$ cat config.mk
export PLATFORM = sky130hd
export DESIGN_NAME = tim_image_stream_decoder_core
export DESIGN_NICKNAME = d
export VERILOG_FILES = /design/src/rtl/core/tisd_pkg.sv /design/src/rtl/core/tisd_front.sv /design/src/rtl/core/tisd_cmd_fifo.sv /design/src/rtl/core/tisd_back.sv /design/src/rtl/core/tim_image_stream_decoder_core.sv
export VERILOG_INCLUDE_DIRS = /design/src /design/src/rtl/core
export SDC_FILE = /design/constraint.sdc
export NUM_CORES = 1
export LEC_CHECK = 0
export BUFFER_PORTS_ARGS = -buffer_cell sky130_fd_sc_hd__buf_4
export CAP_MARGIN = 20
export CELL_PAD_IN_SITES_DETAIL_PLACEMENT = 1
export CELL_PAD_IN_SITES_GLOBAL_PLACEMENT = 1
export CORE_UTILIZATION = 32
export CTS_CLUSTER_DIAMETER = 30
export DETAILED_ROUTE_END_ITERATION = 8
export GPL_TIMING_DRIVEN = 0
export PLACE_DENSITY = 0.58
export SETUP_SLACK_MARGIN = 0.5
export SYNTH_ARGS = -nofsm -noshare
export SYNTH_HDL_FRONTEND = slang
export SYNTH_SLANG_ARGS = --single-unit
export TNS_END_PERCENT = 50
$ cat constraint.sdc
create_clock -name clk -period 6.04 [get_ports clk]
set_clock_uncertainty 0.1 [all_clocks]
set_input_delay 0.906 -clock clk [delete_from_list [all_inputs] [get_ports clk]]
set_output_delay 0.906 -clock clk [all_outputs]
set_load 0.03 [all_outputs]
$ cat src/rtl/core/tim_image_stream_decoder_core_defines.svh
// ----------------------------------------------------------------------------
// tim image stream decoder assertion macros
// shared concurrent check forms, removable with NO_ASSERTIONS
// ----------------------------------------------------------------------------
`ifndef TIM_IMAGE_STREAM_DECODER_CORE_DEFINES_SVH
`define TIM_IMAGE_STREAM_DECODER_CORE_DEFINES_SVH

`ifndef NO_ASSERTIONS
`define TISD_ASSERT_IMPLIES(lbl, ante, cons, msg) \
    lbl: assert property (@(posedge clk) disable iff (!rst_n) (ante) |-> (cons)) \
        else $error(msg);
`define TISD_ASSERT_NEXT(lbl, ante, cons, msg) \
    lbl: assert property (@(posedge clk) disable iff (!rst_n) (ante) |=> (cons)) \
        else $error(msg);
`else
`define TISD_ASSERT_IMPLIES(lbl, ante, cons, msg)
`define TISD_ASSERT_NEXT(lbl, ante, cons, msg)
`endif

`endif

$ cat src/rtl/core/tisd_pkg.sv
// ----------------------------------------------------------------------------
// tim image stream decoder package
// shared types, codes and tables of the decoder
// ----------------------------------------------------------------------------
package tisd_pkg;

    localparam int DEF_MAX_CLUT_BLOCK_BYTES = 65536;
    localparam int DEF_CMD_DEPTH = 4;

    localparam logic [1:0] OP_SINGLE = 2'd0;
    localparam logic [1:0] OP_PAIR   = 2'd1;
    localparam logic [1:0] OP_GREY   = 2'd2;

    localparam logic [1:0] KIND_PALETTE = 2'd0;
    localparam logic [1:0] KIND_INDEXED = 2'd1;
    localparam logic [1:0] KIND_COLOUR  = 2'd2;
    localparam logic [1:0] KIND_ERROR   = 2'd3;

    localparam logic [2:0] ERR_MAGIC   = 3'd0;
    localparam logic [2:0] ERR_TYPE    = 3'd1;
    localparam logic [2:0] ERR_HEADER  = 3'd2;
    localparam logic [2:0] ERR_PALETTE = 3'd3;
    localparam logic [2:0] ERR_SIZE    = 3'd4;

    localparam logic [3:0] TYPE_4BIT      = 4'd0;
    localparam logic [3:0] TYPE_16BIT     = 4'd2;
    localparam logic [3:0] TYPE_24BIT     = 4'd3;
    localparam logic [3:0] TYPE_4BIT_CLUT = 4'd8;
    localparam logic [3:0] TYPE_8BIT_CLUT = 4'd9;

    localparam logic [7:0] MAGIC_FIRST = 8'h10;

    // 5-bit channel scaled to 8 bits, floor(c * 255 / 31)
    localparam logic [7:0] SCALE5 [32] = '{
        8'd0,   8'd8,   8'd16,  8'd24,  8'd32,  8'd41,  8'd49,  8'd57,
        8'd65,  8'd74,  8'd82,  8'd90,  8'd98,  8'd106, 8'd115, 8'd123,
        8'd131, 8'd139, 8'd148, 8'd156, 8'd164, 8'd172, 8'd180, 8'd189,
        8'd197, 8'd205, 8'd213, 8'd222, 8'd230, 8'd238, 8'd246, 8'd255
    };

    typedef struct packed {
        logic [1:0]  op;
        logic [1:0]  kind;
        logic [15:0] idx;
        logic [7:0]  red;
        logic [7:0]  green;
        logic [7:0]  blue;
        logic [16:0] col;
        logic [15:0] row;
        logic        eoi0;
        logic        eoi1;
        logic [2:0]  err;
    } cmd_t;

endpackage

$ cat src/rtl/core/tisd_front.sv
// ----------------------------------------------------------------------------
// tisd front
// parses header, palette and pixel bytes into output commands
// ----------------------------------------------------------------------------
module tisd_front
    import tisd_pkg::*;
#(
    parameter int MAX_CLUT_BLOCK_BYTES = DEF_MAX_CLUT_BLOCK_BYTES
)
(
    input  logic       clk,
    input  logic       rst_n,
    input  logic       accept,
    input  logic [7:0] data_byte,
    input  logic       start_of_file,
    output logic       cmd_push,
    output cmd_t       cmd
);

    localparam int POS_RAW = $clog2(MAX_CLUT_BLOCK_BYTES + 24);
    localparam int POS_W = (POS_RAW > 18) ? POS_RAW : 18;

    localparam logic [1:0] PH_HEADER = 2'd0;
    localparam logic [1:0] PH_PIXELS = 2'd1;
    localparam logic [1:0] PH_DONE   = 2'd2;

    logic [1:0]       phase_reg, phase_next, phase_cur;
    logic [POS_W-1:0] pos_reg, pos_next, pos_cur;
    logic [3:0]       type_reg, type_next;
    logic [31:0]      clut_reg, clut_next, clut_full;
    logic [POS_W-1:0] pal_end_reg, pal_end_next;
    logic [POS_W-1:0] end_m4_reg, end_m4_next;
    logic [15:0]      asm_reg, asm_next;
    logic [15:0]      stride_reg, stride_next;
    logic [15:0]      height_reg, height_next;
    logic [17:0]      row_pix_reg, row_pix_next;
    logic [18:0]      used3_reg, used3_next;
    logic [16:0]      k_reg, k_next;
    logic [15:0]      row_reg, row_next;
    logic [16:0]      col3_reg, col3_next;
    logic [1:0]       m3_reg, m3_next;

    logic             tabled;
    logic [15:0]      word;
    logic [16:0]      s2;
    logic [33:0]      div3_prod;
    logic [17:0]      last_col;
    logic             last_row;
    logic [17:0]      c4;
    logic [17:0]      k1;
    logic [15:0]      colors;

    always_comb
    begin
        phase_cur = start_of_file ? PH_HEADER : phase_reg;
        pos_cur = start_of_file ? '0 : pos_reg;
        tabled = (type_reg == TYPE_4BIT_CLUT) || (type_reg == TYPE_8BIT_CLUT);
        word = {data_byte, asm_reg[7:0]};
        s2 = {word, 1'b0};
        div3_prod = 34'(s2) * 34'd43691;
        last_col = row_pix_reg - 18'd1;
        last_row = (({1'b0, row_reg} + 17'd1) == {1'b0, height_reg});
        c4 = {k_reg, 1'b0};
        k1 = {1'b0, k_reg} + 18'd1;
        clut_full = {data_byte, clut_reg[23:0]};
        colors = word;

        phase_next = phase_reg;
        pos_next = pos_reg;
        type_next = type_reg;
        clut_next = clut_reg;
        pal_end_next = pal_end_reg;
        end_m4_next = end_m4_reg;
        asm_next = asm_reg;
        stride_next = stride_reg;
        height_next = height_reg;
        row_pix_next = row_pix_reg;
        used3_next = used3_reg;
        k_next = k_reg;
        row_next = row_reg;
        col3_next = col3_reg;
        m3_next = m3_reg;
        cmd_push = 1'b0;
        cmd = '0;
        cmd.op = OP_SINGLE;

        if (accept)
        begin
            phase_next = phase_cur;
            pos_next = pos_cur;
            unique case (phase_cur)
                PH_HEADER:
                begin
                    pos_next = pos_cur + POS_W'(1);
                    if (pos_cur < POS_W'(4))
                    begin
                        if (data_byte != ((pos_cur == '0) ? MAGIC_FIRST : 8'd0))
                        begin
                            phase_next = PH_DONE;
                            cmd_push = 1'b1;
                            cmd.kind = KIND_ERROR;
                            cmd.err = ERR_MAGIC;
                        end
                    end
                    else if (pos_cur == POS_W'(4))
                    begin
                        type_next = data_byte[3:0];
                        end_m4_next = POS_W'(16);
                        if (!(data_byte[3:0] == TYPE_4BIT || data_byte[3:0] == TYPE_16BIT ||
                              data_byte[3:0] == TYPE_24BIT ||
                              data_byte[3:0] == TYPE_4BIT_CLUT ||
                              data_byte[3:0] == TYPE_8BIT_CLUT))
                        begin
                            phase_next = PH_DONE;
                            cmd_push = 1'b1;
                            cmd.kind = KIND_ERROR;
                            cmd.err = ERR_TYPE;
                        end
                    end
                    else if (pos_cur >= POS_W'(8) && pos_cur <= POS_W'(11))
                    begin
                        if (tabled)
                        begin
                            case (pos_cur[1:0])
                                2'd0: clut_next[7:0] = data_byte;
                                2'd1: clut_next[15:8] = data_byte;
                                2'd2: clut_next[23:16] = data_byte;
                                default:
                                begin
                                    clut_next[31:24] = data_byte;
                                    end_m4_next = POS_W'(clut_full) + POS_W'(16);
                                    if (clut_full > 32'(MAX_CLUT_BLOCK_BYTES))
                                    begin
                                        phase_next = PH_DONE;
                                        cmd_push = 1'b1;
                                        cmd.kind = KIND_ERROR;
                                        cmd.err = ERR_HEADER;
                                    end
                                end
                            endcase
                        end
                    end
                    else if (tabled && pos_cur == POS_W'(16))
                    begin
                        asm_next = {8'd0, data_byte};
                    end
                    else if (tabled && pos_cur == POS_W'(17))
                    begin
                        pal_end_next = POS_W'({colors, 1'b0}) + POS_W'(20);
                        if (colors == 16'd0 ||
                            ({15'd0, colors, 1'b0} + 32'd12) > clut_reg)
                        begin
                            phase_next = PH_DONE;
                            cmd_push = 1'b1;
                            cmd.kind = KIND_ERROR;
                            cmd.err = ERR_PALETTE;
                        end
                    end
                    else if (tabled && pos_cur >= POS_W'(20) && pos_cur < pal_end_reg)
                    begin
                        if (!pos_cur[0])
                        begin
                            asm_next = {8'd0, data_byte};
                        end
                        else
                        begin
                            cmd_push = 1'b1;
                            cmd.kind = KIND_PALETTE;
                            cmd.idx = 16'((pos_cur - POS_W'(20)) >> 1);
                            cmd.red = SCALE5[word[4:0]];
                            cmd.green = SCALE5[word[9:5]];
                            cmd.blue = SCALE5[word[14:10]];
                        end
                    end
                    else if (pos_cur == end_m4_reg || pos_cur == end_m4_reg + POS_W'(2))
                    begin
                        asm_next = {8'd0, data_byte};
                    end
                    else if (pos_cur == end_m4_reg + POS_W'(1))
                    begin
                        stride_next = word;
                        unique case (type_reg) inside
                            TYPE_4BIT, TYPE_4BIT_CLUT: row_pix_next = {word, 2'b00};
                            TYPE_8BIT_CLUT:            row_pix_next = {1'b0, s2};
                            TYPE_24BIT:                row_pix_next = {2'b00, div3_prod[32:17]};
                            default:                   row_pix_next = {2'b00, word};
                        endcase
                    end
                    else if (pos_cur == end_m4_reg + POS_W'(3))
                    begin
                        height_next = word;
                        used3_next = {1'b0, row_pix_reg} + {row_pix_reg, 1'b0};
                        if (row_pix_reg == 18'd0 || word == 16'd0)
                        begin
                            phase_next = PH_DONE;
                            cmd_push = 1'b1;
                            cmd.kind = KIND_ERROR;
                            cmd.err = ERR_SIZE;
                        end
                        else
                        begin
                            phase_next = PH_PIXELS;
                            row_next = '0;
                            k_next = '0;
                            col3_next = '0;
                            m3_next = '0;
                            if (type_reg == TYPE_4BIT)
                            begin
                                cmd_push = 1'b1;
                                cmd.op = OP_GREY;
                                cmd.kind = KIND_PALETTE;
                            end
                        end
                    end
                end
                PH_PIXELS:
                begin
                    cmd.row = row_reg;
                    unique case (type_reg) inside
                        TYPE_4BIT, TYPE_4BIT_CLUT:
                        begin
                            cmd_push = 1'b1;
                            cmd.op = OP_PAIR;
                            cmd.kind = KIND_INDEXED;
                            cmd.idx = {8'd0, data_byte};
                            cmd.col = c4[16:0];
                            cmd.eoi0 = last_row && (c4 == last_col);
                            cmd.eoi1 = last_row && ((c4 + 18'd1) == last_col);
                        end
                        TYPE_8BIT_CLUT:
                        begin
                            cmd_push = 1'b1;
                            cmd.kind = KIND_INDEXED;
                            cmd.idx = {8'd0, data_byte};
                            cmd.col = k_reg;
                            cmd.eoi0 = last_row && ({1'b0, k_reg} == last_col);
                        end
                        TYPE_16BIT:
                        begin
                            if (!k_reg[0])
                            begin
                                asm_next = {8'd0, data_byte};
                            end
                            else
                            begin
                                cmd_push = 1'b1;
                                cmd.kind = KIND_COLOUR;
                                cmd.red = {3'd0, word[4:0]};
                                cmd.green = {3'd0, word[9:5]};
                                cmd.blue = {3'd0, word[14:10]};
                                cmd.col = {1'b0, k_reg[16:1]};
                                cmd.eoi0 = last_row && ({2'b00, k_reg[16:1]} == last_col);
                            end
                        end
                        default:
                        begin
                            if ({2'b00, k_reg} < used3_reg)
                            begin
                                case (m3_reg)
                                    2'd0:
                                    begin
                                        asm_next[7:0] = data_byte;
                                        m3_next = 2'd1;
                                    end
                                    2'd1:
                                    begin
                                        asm_next[15:8] = data_byte;
                                        m3_next = 2'd2;
                                    end
                                    default:
                                    begin
                                        m3_next = 2'd0;
                                        col3_next = col3_reg + 17'd1;
                                        cmd_push = 1'b1;
                                        cmd.kind = KIND_COLOUR;
                                        cmd.red = asm_reg[7:0];
                                        cmd.green = asm_reg[15:8];
                                        cmd.blue = data_byte;
                                        cmd.col = col3_reg;
                                        cmd.eoi0 = last_row && ({1'b0, col3_reg} == last_col);
                                    end
                                endcase
                            end
                        end
                    endcase
                    if (k1 == {1'b0, stride_reg, 1'b0})
                    begin
                        k_next = '0;
                        m3_next = '0;
                        col3_next = '0;
                        row_next = row_reg + 16'd1;
                        if (last_row)
                        begin
                            phase_next = PH_DONE;
                        end
                    end
                    else
                    begin
                        k_next = k1[16:0];
                    end
                end
                default:
                begin
                end
            endcase
        end
    end

    always_ff @(posedge clk or negedge rst_n)
    begin
        if (!rst_n)
        begin
            phase_reg <= PH_HEADER;
            pos_reg <= '0;
        end
        else
        begin
            phase_reg <= phase_next;
            pos_reg <= pos_next;
        end
    end

    always_ff @(posedge clk)
    begin
        type_reg <= type_next;
        clut_reg <= clut_next;
        pal_end_reg <= pal_end_next;
        end_m4_reg <= end_m4_next;
        asm_reg <= asm_next;
        stride_reg <= stride_next;
        height_reg <= height_next;
        row_pix_reg <= row_pix_next;
        used3_reg <= used3_next;
        k_reg <= k_next;
        row_reg <= row_next;
        col3_reg <= col3_next;
        m3_reg <= m3_next;
    end

endmodule

$ cat src/rtl/core/tisd_cmd_fifo.sv
// ----------------------------------------------------------------------------
// tisd command queue
// short queue between the parsing front and the output back
// ----------------------------------------------------------------------------
module tisd_cmd_fifo
    import tisd_pkg::*;
#(
    parameter int DEPTH = DEF_CMD_DEPTH
)
(
    input  logic clk,
    input  logic rst_n,
    input  logic wr_en,
    input  cmd_t wr_data,
    output logic full,
    input  logic rd_en,
    output cmd_t rd_data,
    output logic empty
);

    localparam int PTR_W = (DEPTH > 1) ? $clog2(DEPTH) : 1;
    localparam int CNT_W = $clog2(DEPTH + 1);

    cmd_t             mem [DEPTH];
    logic [PTR_W-1:0] wr_ptr_reg, rd_ptr_reg;
    logic [CNT_W-1:0] count_reg;

    assign full = (count_reg == CNT_W'(DEPTH));
    assign empty = (count_reg == '0);
    assign rd_data = mem[rd_ptr_reg];

    always_ff @(posedge clk)
    begin
        if (wr_en)
        begin
            mem[wr_ptr_reg] <= wr_data;
        end
    end

    always_ff @(posedge clk or negedge rst_n)
    begin
        if (!rst_n)
        begin
            wr_ptr_reg <= '0;
            rd_ptr_reg <= '0;
            count_reg <= '0;
        end
        else
        begin
            if (wr_en)
            begin
                wr_ptr_reg <= (wr_ptr_reg == PTR_W'(DEPTH - 1)) ? '0 : wr_ptr_reg + PTR_W'(1);
            end
            if (rd_en)
            begin
                rd_ptr_reg <= (rd_ptr_reg == PTR_W'(DEPTH - 1)) ? '0 : rd_ptr_reg + PTR_W'(1);
            end
            if (wr_en && !rd_en)
            begin
                count_reg <= count_reg + CNT_W'(1);
            end
            else if (rd_en && !wr_en)
            begin
                count_reg <= count_reg - CNT_W'(1);
            end
        end
    end

endmodule

$ cat src/rtl/core/tisd_back.sv
// ----------------------------------------------------------------------------
// tisd back
// expands commands into result words held in the output register
// ----------------------------------------------------------------------------
module tisd_back
    import tisd_pkg::*;
(
    input  logic        clk,
    input  logic        rst_n,
    input  cmd_t        head,
    input  logic        q_empty,
    output logic        q_pop,
    output logic        empty,
    input  logic        pop,
    output logic [1:0]  kind,
    output logic [15:0] index_value,
    output logic [7:0]  red,
    output logic [7:0]  green,
    output logic [7:0]  blue,
    output logic [16:0] column,
    output logic [15:0] row,
    output logic        end_of_image,
    output logic [2:0]  error_code
);

    logic        valid_reg, valid_next;
    logic [3:0]  sub_reg, sub_next;
    logic        adv, last;
    logic [1:0]  kind_reg;
    logic [15:0] idx_reg, idx_next;
    logic [7:0]  red_reg, red_next, green_reg, green_next, blue_reg, blue_next;
    logic [16:0] col_reg, col_next;
    logic [15:0] row_reg;
    logic        eoi_reg, eoi_next;
    logic [2:0]  err_reg;

    always_comb
    begin
        adv = !valid_reg || pop;
        unique case (head.op)
            OP_PAIR: last = (sub_reg == 4'd1);
            OP_GREY: last = (sub_reg == 4'd15);
            default: last = 1'b1;
        endcase
        q_pop = adv && !q_empty && last;
        valid_next = adv ? !q_empty : valid_reg;
        sub_next = sub_reg;
        if (adv && !q_empty)
        begin
            sub_next = last ? 4'd0 : sub_reg + 4'd1;
        end

        idx_next = head.idx;
        red_next = head.red;
        green_next = head.green;
        blue_next = head.blue;
        col_next = head.col;
        eoi_next = head.eoi0;
        unique case (head.op)
            OP_PAIR:
            begin
                if (sub_reg[0])
                begin
                    idx_next = {12'd0, head.idx[7:4]};
                    col_next = head.col + 17'd1;
                    eoi_next = head.eoi1;
                end
                else
                begin
                    idx_next = {12'd0, head.idx[3:0]};
                end
            end
            OP_GREY:
            begin
                idx_next = {12'd0, sub_reg};
                red_next = {sub_reg, sub_reg};
                green_next = {sub_reg, sub_reg};
                blue_next = {sub_reg, sub_reg};
            end
            default:
            begin
            end
        endcase
    end

    always_ff @(posedge clk or negedge rst_n)
    begin
        if (!rst_n)
        begin
            valid_reg <= 1'b0;
            sub_reg <= '0;
        end
        else
        begin
            valid_reg <= valid_next;
            sub_reg <= sub_next;
        end
    end

    always_ff @(posedge clk)
    begin
        if (adv && !q_empty)
        begin
            kind_reg <= head.kind;
            idx_reg <= idx_next;
            red_reg <= red_next;
            green_reg <= green_next;
            blue_reg <= blue_next;
            col_reg <= col_next;
            row_reg <= head.row;
            eoi_reg <= eoi_next;
            err_reg <= head.err;
        end
    end

    assign empty = !valid_reg;
    assign kind = kind_reg;
    assign index_value = idx_reg;
    assign red = red_reg;
    assign green = green_reg;
    assign blue = blue_reg;
    assign column = col_reg;
    assign row = row_reg;
    assign end_of_image = eoi_reg;
    assign error_code = err_reg;

endmodule

$ cat src/rtl/core/tim_image_stream_decoder_core.sv
// a result word is written into the command queue, then registered in the output register of the back
// throughput: one byte per cycle while full is low; a 4-bit pixel byte gives two result words at the back
// the grey palette of an untabled 4-bit file gives sixteen result words at the back
// the back emits one word per cycle while pop keeps its output register free, the command queue absorbs the difference
// reset: asynchronous, clears parser phase, queue and output valid; no clearing pass
// ----------------------------------------------------------------------------
// tim image stream decoder core
// byte-wide tim file parser with palette and pixel output queue
// ----------------------------------------------------------------------------
`include "tim_image_stream_decoder_core_defines.svh"

module tim_image_stream_decoder_core
    import tisd_pkg::*;
#(
    parameter int MAX_CLUT_BLOCK_BYTES = DEF_MAX_CLUT_BLOCK_BYTES,
    parameter int CMD_DEPTH = DEF_CMD_DEPTH
)
(
    input  logic        clk,
    input  logic        rst_n,
    input  logic        push,
    output logic        full,
    input  logic [7:0]  data_byte,
    input  logic        start_of_file,
    output logic        empty,
    input  logic        pop,
    output logic [1:0]  kind,
    output logic [15:0] index_value,
    output logic [7:0]  red,
    output logic [7:0]  green,
    output logic [7:0]  blue,
    output logic [16:0] column,
    output logic [15:0] row,
    output logic        end_of_image,
    output logic [2:0]  error_code
);

    logic accept;
    logic fifo_push, fifo_full, fifo_pop, fifo_empty;
    cmd_t fifo_wr, fifo_rd;

    assign full = fifo_full;
    assign accept = push && !fifo_full;

    tisd_front #(
        .MAX_CLUT_BLOCK_BYTES(MAX_CLUT_BLOCK_BYTES)
    ) u_front (
        .clk(clk),
        .rst_n(rst_n),
        .accept(accept),
        .data_byte(data_byte),
        .start_of_file(start_of_file),
        .cmd_push(fifo_push),
        .cmd(fifo_wr)
    );

    tisd_cmd_fifo #(
        .DEPTH(CMD_DEPTH)
    ) u_fifo (
        .clk(clk),
        .rst_n(rst_n),
        .wr_en(fifo_push),
        .wr_data(fifo_wr),
        .full(fifo_full),
        .rd_en(fifo_pop),
        .rd_data(fifo_rd),
        .empty(fifo_empty)
    );

    tisd_back u_back (
        .clk(clk),
        .rst_n(rst_n),
        .head(fifo_rd),
        .q_empty(fifo_empty),
        .q_pop(fifo_pop),
        .empty(empty),
        .pop(pop),
        .kind(kind),
        .index_value(index_value),
        .red(red),
        .green(green),
        .blue(blue),
        .column(column),
        .row(row),
        .end_of_image(end_of_image),
        .error_code(error_code)
    );

    `TISD_ASSERT_IMPLIES(a_push_room, fifo_push, !fifo_full, "command written into a full queue")
    `TISD_ASSERT_IMPLIES(a_pop_data, fifo_pop, !fifo_empty, "command taken from an empty queue")
    `TISD_ASSERT_NEXT(a_pop_shows, fifo_pop, !empty, "finished command left no word")
    `TISD_ASSERT_IMPLIES(a_eoi_pixel, !empty && end_of_image,
        kind == KIND_INDEXED || kind == KIND_COLOUR, "end of image on a non-pixel word")

endmodule
==> results of run 1 <==
-- path summary, 6_finish.rpt --
check | to | start | depth (start not counted)
min in group clk | u_back.valid_reg$_DFFE_PN0N_ | pop | 2
max reg2reg | u_front.row_pix_reg[15]$_DFFE_PP_ | u_front.asm_reg[3]$_DFFE_PP_ | 19
max | u_front.row_pix_reg[15]$_DFFE_PP_ | u_front.asm_reg[3]$_DFFE_PP_ | 19
min | u_front.pos_reg[10]$_DFFE_PN0P_ | rst_n | 1
max in group asynchronous | u_front.pos_reg[4]$_DFFE_PN0P_ | rst_n | 1
min reg2reg | u_fifo.count_reg[2]$_DFFE_PN0P_ | u_fifo.count_reg[2]$_DFFE_PN0P_ | 1
-- metrics by stage --
| stage | hold WS (ns) | setup TNS [ns] | power, W | instance area, um^2 | std cells |
|---|---|---|---|---|---|
| floorplan | 0.355 | -47.16 | 0.0108 | 37800 | 3151 |
| global placement | 0.373 | -1145.88 | 0.0131 | 40400 | 4768 |
| detailed placement | 0.385 | -420.54 | 0.0132 | 40700 | 4780 |
| CTS | 0.0340 | -0.696 | 0.0224 | 46800 | 5131 |
| global route | 0.0608 | -2.23 | 0.0242 | 47200 | 5147 |
| finish | 0.0603 | -0.626 | 0.0229 | 47200 | 5148 |
-- area by class of cell --
class,instances,area (um^2),area share (%)
flip-flops and latches,647,19300,40.8
multi-input cells,2059,17300,36.6
clock buffers,185,4200,8.91
well taps,1524,1910,4.04
repair buffers,160,1380,2.93
clock inverters,122,1360,2.88
inverters,297,1130,2.40
plain buffers,153,652,1.38
diodes,1,2.50,0.00530
-- routing by layer --
layer	up-vias	global-route usage, %	wire length [um]
li1	12200	-	-
met1	13400	26.7	53600
met2	706	33.0	57500
met3	186	3.72	5870
met4	0	6.30	2990
met5	-	0	0
-- placed cells by master, fill, tap and decap left out, types with 12 or more instances in the layout --
cell type and instances:
buf_1 15, xnor2_1 202, xor2_1 108, a22oi_1 53
bufinv_16 17, clkbuf_16 164, a21oi_1 105, ha_1 232
and2_1 46, ha_4 12, a31oi_1 18, edfxtp_1 615
clkinv_1 28, nor3_1 67, nor2b_1 30, fa_1 81
nand2_1 177, nand2b_1 13, a21o_1 26, buf_6 19
buf_2 18, mux4_2 82, and3_1 30, nor4_1 29
nor2_1 246, nand3_1 71, nand4_1 54, buf_4 138
clkinvlp_4 18, clkinv_2 31, inv_1 288, clkbuf_1 125
dfrtp_1 32, o21ai_0 91
-- cells by family (layout without fill, tap and decap cells) --
| logic type | Yosys count | after routing | share of synthesized area [%] |
|---|---|---|---|
| compound gates | 455 | 455 | 7.93 |
| xor+xnor | 313 | 313 | 7.25 |
| fa+ha+maj | 330 | 330 | 12.6 |
| buf+inv | 450 | 917 | 4.57 |
| flops | 647 | 647 | 51.0 |
| mux | 99 | 99 | 5.36 |
| other cells | 0 | 1 | 0 |
| simple gates | 857 | 862 | 11.3 |
-- worst register-to-register path, delay by kind of cell, from the launching register on --
kind | cells | cell delay [ns]
multiplexers | 1 | 0.16
flip-flops | 1 | 0.50
AO/OA/AOI/OAI | 6 | 1.51
adder cells (fa/ha/maj) | 7 | 2.99
AND/OR/NAND/NOR | 2 | 0.39
buffers and inverters | 3 | 0.29
-- power breakdown --
part           total (W)  internal (W)  leakage (nW)  switching, W
combinational    0.00829       0.00352          9.06       0.00477
clock            0.00862       0.00576          2.67       0.00286
sequential       0.00599       0.00574          6.14      0.000245
-- what timing repair did --
item	in CTS	in global routing
gates resized for setup	52	65
pin swaps	31	27
endpoints found under the setup margin	405	247
gates cloned	5	0
buffers inserted	39	14
==> run metrics, run 1 <==
most common cell in the synthesized netlist edfxtp_1; top cells by area, synth edfxtp_1 49%, ha_1 8.1%, mux4_2 4.9%; failing checks setup timing; unique cell type count in the Yosys netlist a little over 80; CP peak stage delay between 0.5 and 0.6 ns; GR Overflow Total 0; Worst Path Required about 6.4 ns; Max Slew Vio Count 0; Yosys Warn Count 0; Mapped Cells approximately 3200; top cell type by total area after synthesis edfxtp_1; CTS max path bufs 3; nets@finish 3824; overall routing resource usage roughly a fifth; cells along the critical path buf_6 -> ha_4 -> inv_4 -> fa_2 -> fa_1 -> fa_1 -> fa_1 -> inv_1 -> fa_1 -> ha_4 -> a211o_1 -> nor4_2 -> o21ai_2 -> a221o_1 -> a21o_4 -> a211oi_4 -> o21bai_1 -> mux2i_1 -> nand2_1; Initial Util 32.4%; startpoint types flip-flop; max reg flops 328; Num CTS Buffers 163; IO Count 94; area delta synth->final 24.8%; DRC viols 0; crit path time final 6.22 ns; asr flop ratio synth just under 5%; WL per Instance approximately 23 um; RePlAce Congestion between 0.8 and 0.9; Routed Antenna Nets 0; post-synthesis register bit count around 650; status finished with violations; pre-CTS setup slack -1.38 ns; Leak roughly 18 nW; CTS tree built; drt pass-1 iters 7; CP top delay family adder cells; R2R Setup Slk -0.18 ns; vias per inst 5.15; Reg clk slew, reported paths approximately 0.05 ns; vias in the first global route about 28000; final worst slack -0.179 ns; die area 0.120 mm^2; Max Cap Viol 0; worst path bufs/invs 3; Mapped Nets around 3500; top cells by count, synth 615 x edfxtp_1, 294 x inv_1, 249 x nor2_1; Worst Hold Class in -> async; pwr dens just under 500 mW/mm^2; cts hold-fix bufs 0; slowest CP cell fa_2; FILL cells between 10000 and 15000; most common flop cell mapped by yosys edfxtp_1; final WL 120000 um; initial antenna violation count 4; VDD IR max about 0.00037 V; vias 26500; sequential area share after synthesis about half; Slew @ Worst Pin 1.07 ns; crit path kind reg -> reg; first-pass GRT wire length 180000 um; # clock sinks between 600 and 700; final setup violation count 7; Synth top area share around half; worst skew pair latency 0.78 ns; IO Port Bufs between 90 and 100; die height approximately 350 um; Final Hold Fails 0; Die W between 300 and 400 um; Final Cycle Share 103%; most frequent CP cell fa_1; Rows ~130; Slew headroom around 28%; Max Fclk between 150 and 200 MHz; unrepaired setup endpoints after global routing yes; CP arrival 6.61 ns; mapped cell area 0.0378 mm^2; Post-synth EDFFs ~620; Post-DP HPWL between 80000 and 90000 um; worst-path maximum fanout 4; share of cells above drive strength 1 17.3%; Core Region 0.117 mm^2; CP endpoint kind flip-flop; Syn Area/Cell approximately 12 um^2; root buffer selected by CTS clkbuf_16; largest net degree at the start of global routing 56; final core utilization 40.4%; H-tree levels 4; DRT iter0 DRCs around 1800
Note: power is estimated with default switching activity, not from simulation.
==> run 2: changes to the inputs <==
- CORE_ASPECT_RATIO: default -> 1.2
- TNS_END_PERCENT: 50 -> default
==> run metrics, run 2 (synthesis gave the netlist of run 1 again) <==
status complete, no violations; Final Hold Fails 0; commonest cells after routing, fill and taps aside 615 x edfxtp_1, 285 x inv_1, 246 x nor2_1; Reg clk slew, reported paths approximately 0.050 ns; worst-path maximum fanout 4; total power ~0.022 W; Num CTS Buffers 130; Max Slew Vio Count 0; area delta synth->final 22.0%; Leak about 17 nW; IO Port Bufs 93; startpoint types flip-flop; # clock sinks between 600 and 700; max reg flops between 300 and 400; vias approximately 26000; Core Region 0.117 mm^2; die height around 380 um; diode count 0; vias in the first global route 27900; drt pass-1 iters 6; register area a little under 0.02 mm^2; share of cells above drive strength 1 roughly 16%; Rows between 100 and 150; Die W 316 um; VDD IR max 0.000624 V; Slew @ Worst Pin about 1.3 ns; DRC viols 0; hold_ws 0.0616 ns; Post-DP HPWL slightly below 90000 um; Routed Antenna Nets 0; worst skew pair latency 0.74 ns; CP arrival 6.40 ns; Multi-input gate area between 0.015 and 0.02 mm^2; H-tree levels 4; CTS max path bufs 3; R2R Setup Slk approximately 0.0080 ns; vias per inst just over 5; root buffer selected by CTS clkbuf_16; final WL between 100000 and 150000 um; Worst Path Required between 6 and 7 ns; Layout Cells excl Fill between 5000 and 6000; Initial Util approximately a third; nets@finish 3775; Worst Hold Class in -> async; die area about 0.12 mm^2; Max Fclk roughly 170 MHz; WL per Instance 23.6 um; GR Overflow Total 0; FILL cells between 10000 and 15000; Final Cycle Share 99.9%; pwr dens between 400 and 500 mW/mm^2; CTS tree built; largest net degree at the start of global routing 54; Slew headroom ~17%; crit path time final between 6 and 7 ns; overall routing resource usage 20.2%; unrepaired setup endpoints after global routing yes; DRT iter0 DRCs 1604; first-pass GRT wire length between 150000 and 200000 um; CP endpoint kind flip-flop; setup total negative slack 0 ns; RePlAce Congestion roughly 0.88; initial antenna violation count 1; final setup violation count 0; IO Count 94; Max Cap Viol 0; crit path kind reg -> reg; most common cell after layout, fill and taps aside edfxtp_1; Inst Count DP roughly 4800
-- run 2: through the flow --
step                util, %  setup slack [ns]  area [um^2]
finish                 39.5           0.00805        46100
global route           39.5            -0.205        46100
CTS                    39.3           -0.0779        45900
detailed placement     35.1             -1.39        41000
global placement       34.9             -2.33        40700
floorplan                 -             0.242        38100
-- run 2: path summary, 6_finish.rpt --
kind | end | startpoint | cells past startpoint
max | u_front.row_pix_reg[15]$_DFFE_PP_ | u_front.asm_reg[5]$_DFFE_PP_ | 22
min | u_front.pos_reg[11]$_DFFE_PN0P_ | rst_n | 1
max reg2reg | u_front.row_pix_reg[15]$_DFFE_PP_ | u_front.asm_reg[5]$_DFFE_PP_ | 22
min reg2reg | u_fifo.count_reg[2]$_DFFE_PN0P_ | u_fifo.count_reg[2]$_DFFE_PN0P_ | 1
max in group asynchronous | u_front.phase_reg[1]$_DFFE_PN0P_ | rst_n | 1
min in group clk | u_back.valid_reg$_DFFE_PN0N_ | pop | 2
-- run 2: area by class of cell --
type	count	area share, %
multi-input cells	2059	37.7
plain buffers	153	1.40
repair buffers	144	2.79
clock inverters	93	2.48
well taps	1529	4.15
inverters	297	2.45
clock buffers	143	7.29
flip-flops and latches	647	41.8
-- run 2: routing by layer --
metal	vias to the layer above	GRT usage (%)	part of all wire (%)
met2	639	36.1	52
met1	13400	24.5	41
met3	214	3.07	4.0
li1	12000	-	-
met4	2	6.88	2.9
met5	-	0	0.014
-- run 2: repair_timing --
item | in CTS | in global routing
setup buffers | 28 | 8
hold buffers | 0 | 0
setup endpoints to repair | 423 | 343
gates cloned | 5 | 0
pin swaps | 34 | 16
gates resized for setup | 40 | 51
-- run 2: critical path, cell delays in order, from the launching register on --
cell and delay [ns]:
edfxtp_1 0.38, buf_6 0.16, buf_6 0.13, ha_4 0.24, fa_1 0.55, inv_1 0.06
fa_1 0.47, fa_1 0.49, inv_1 0.06, fa_1 0.54, inv_1 0.06, fa_1 0.54
inv_1 0.07, ha_4 0.17, a21o_1 0.16, a31o_4 0.22, and3_1 0.14, a221o_1 0.33
a21o_1 0.26, a211oi_4 0.30, o21bai_1 0.12, mux2i_1 0.16, nand2_1 0.09
-- run 2: report_power, final --
group	switching (W)	total (W)	internal [W]
registers	0.000253	0.00599	0.00574
clock network	0.00254	0.00734	0.00480
logic	0.00482	0.00835	0.00353
total	0.00762	0.0217	0.0141
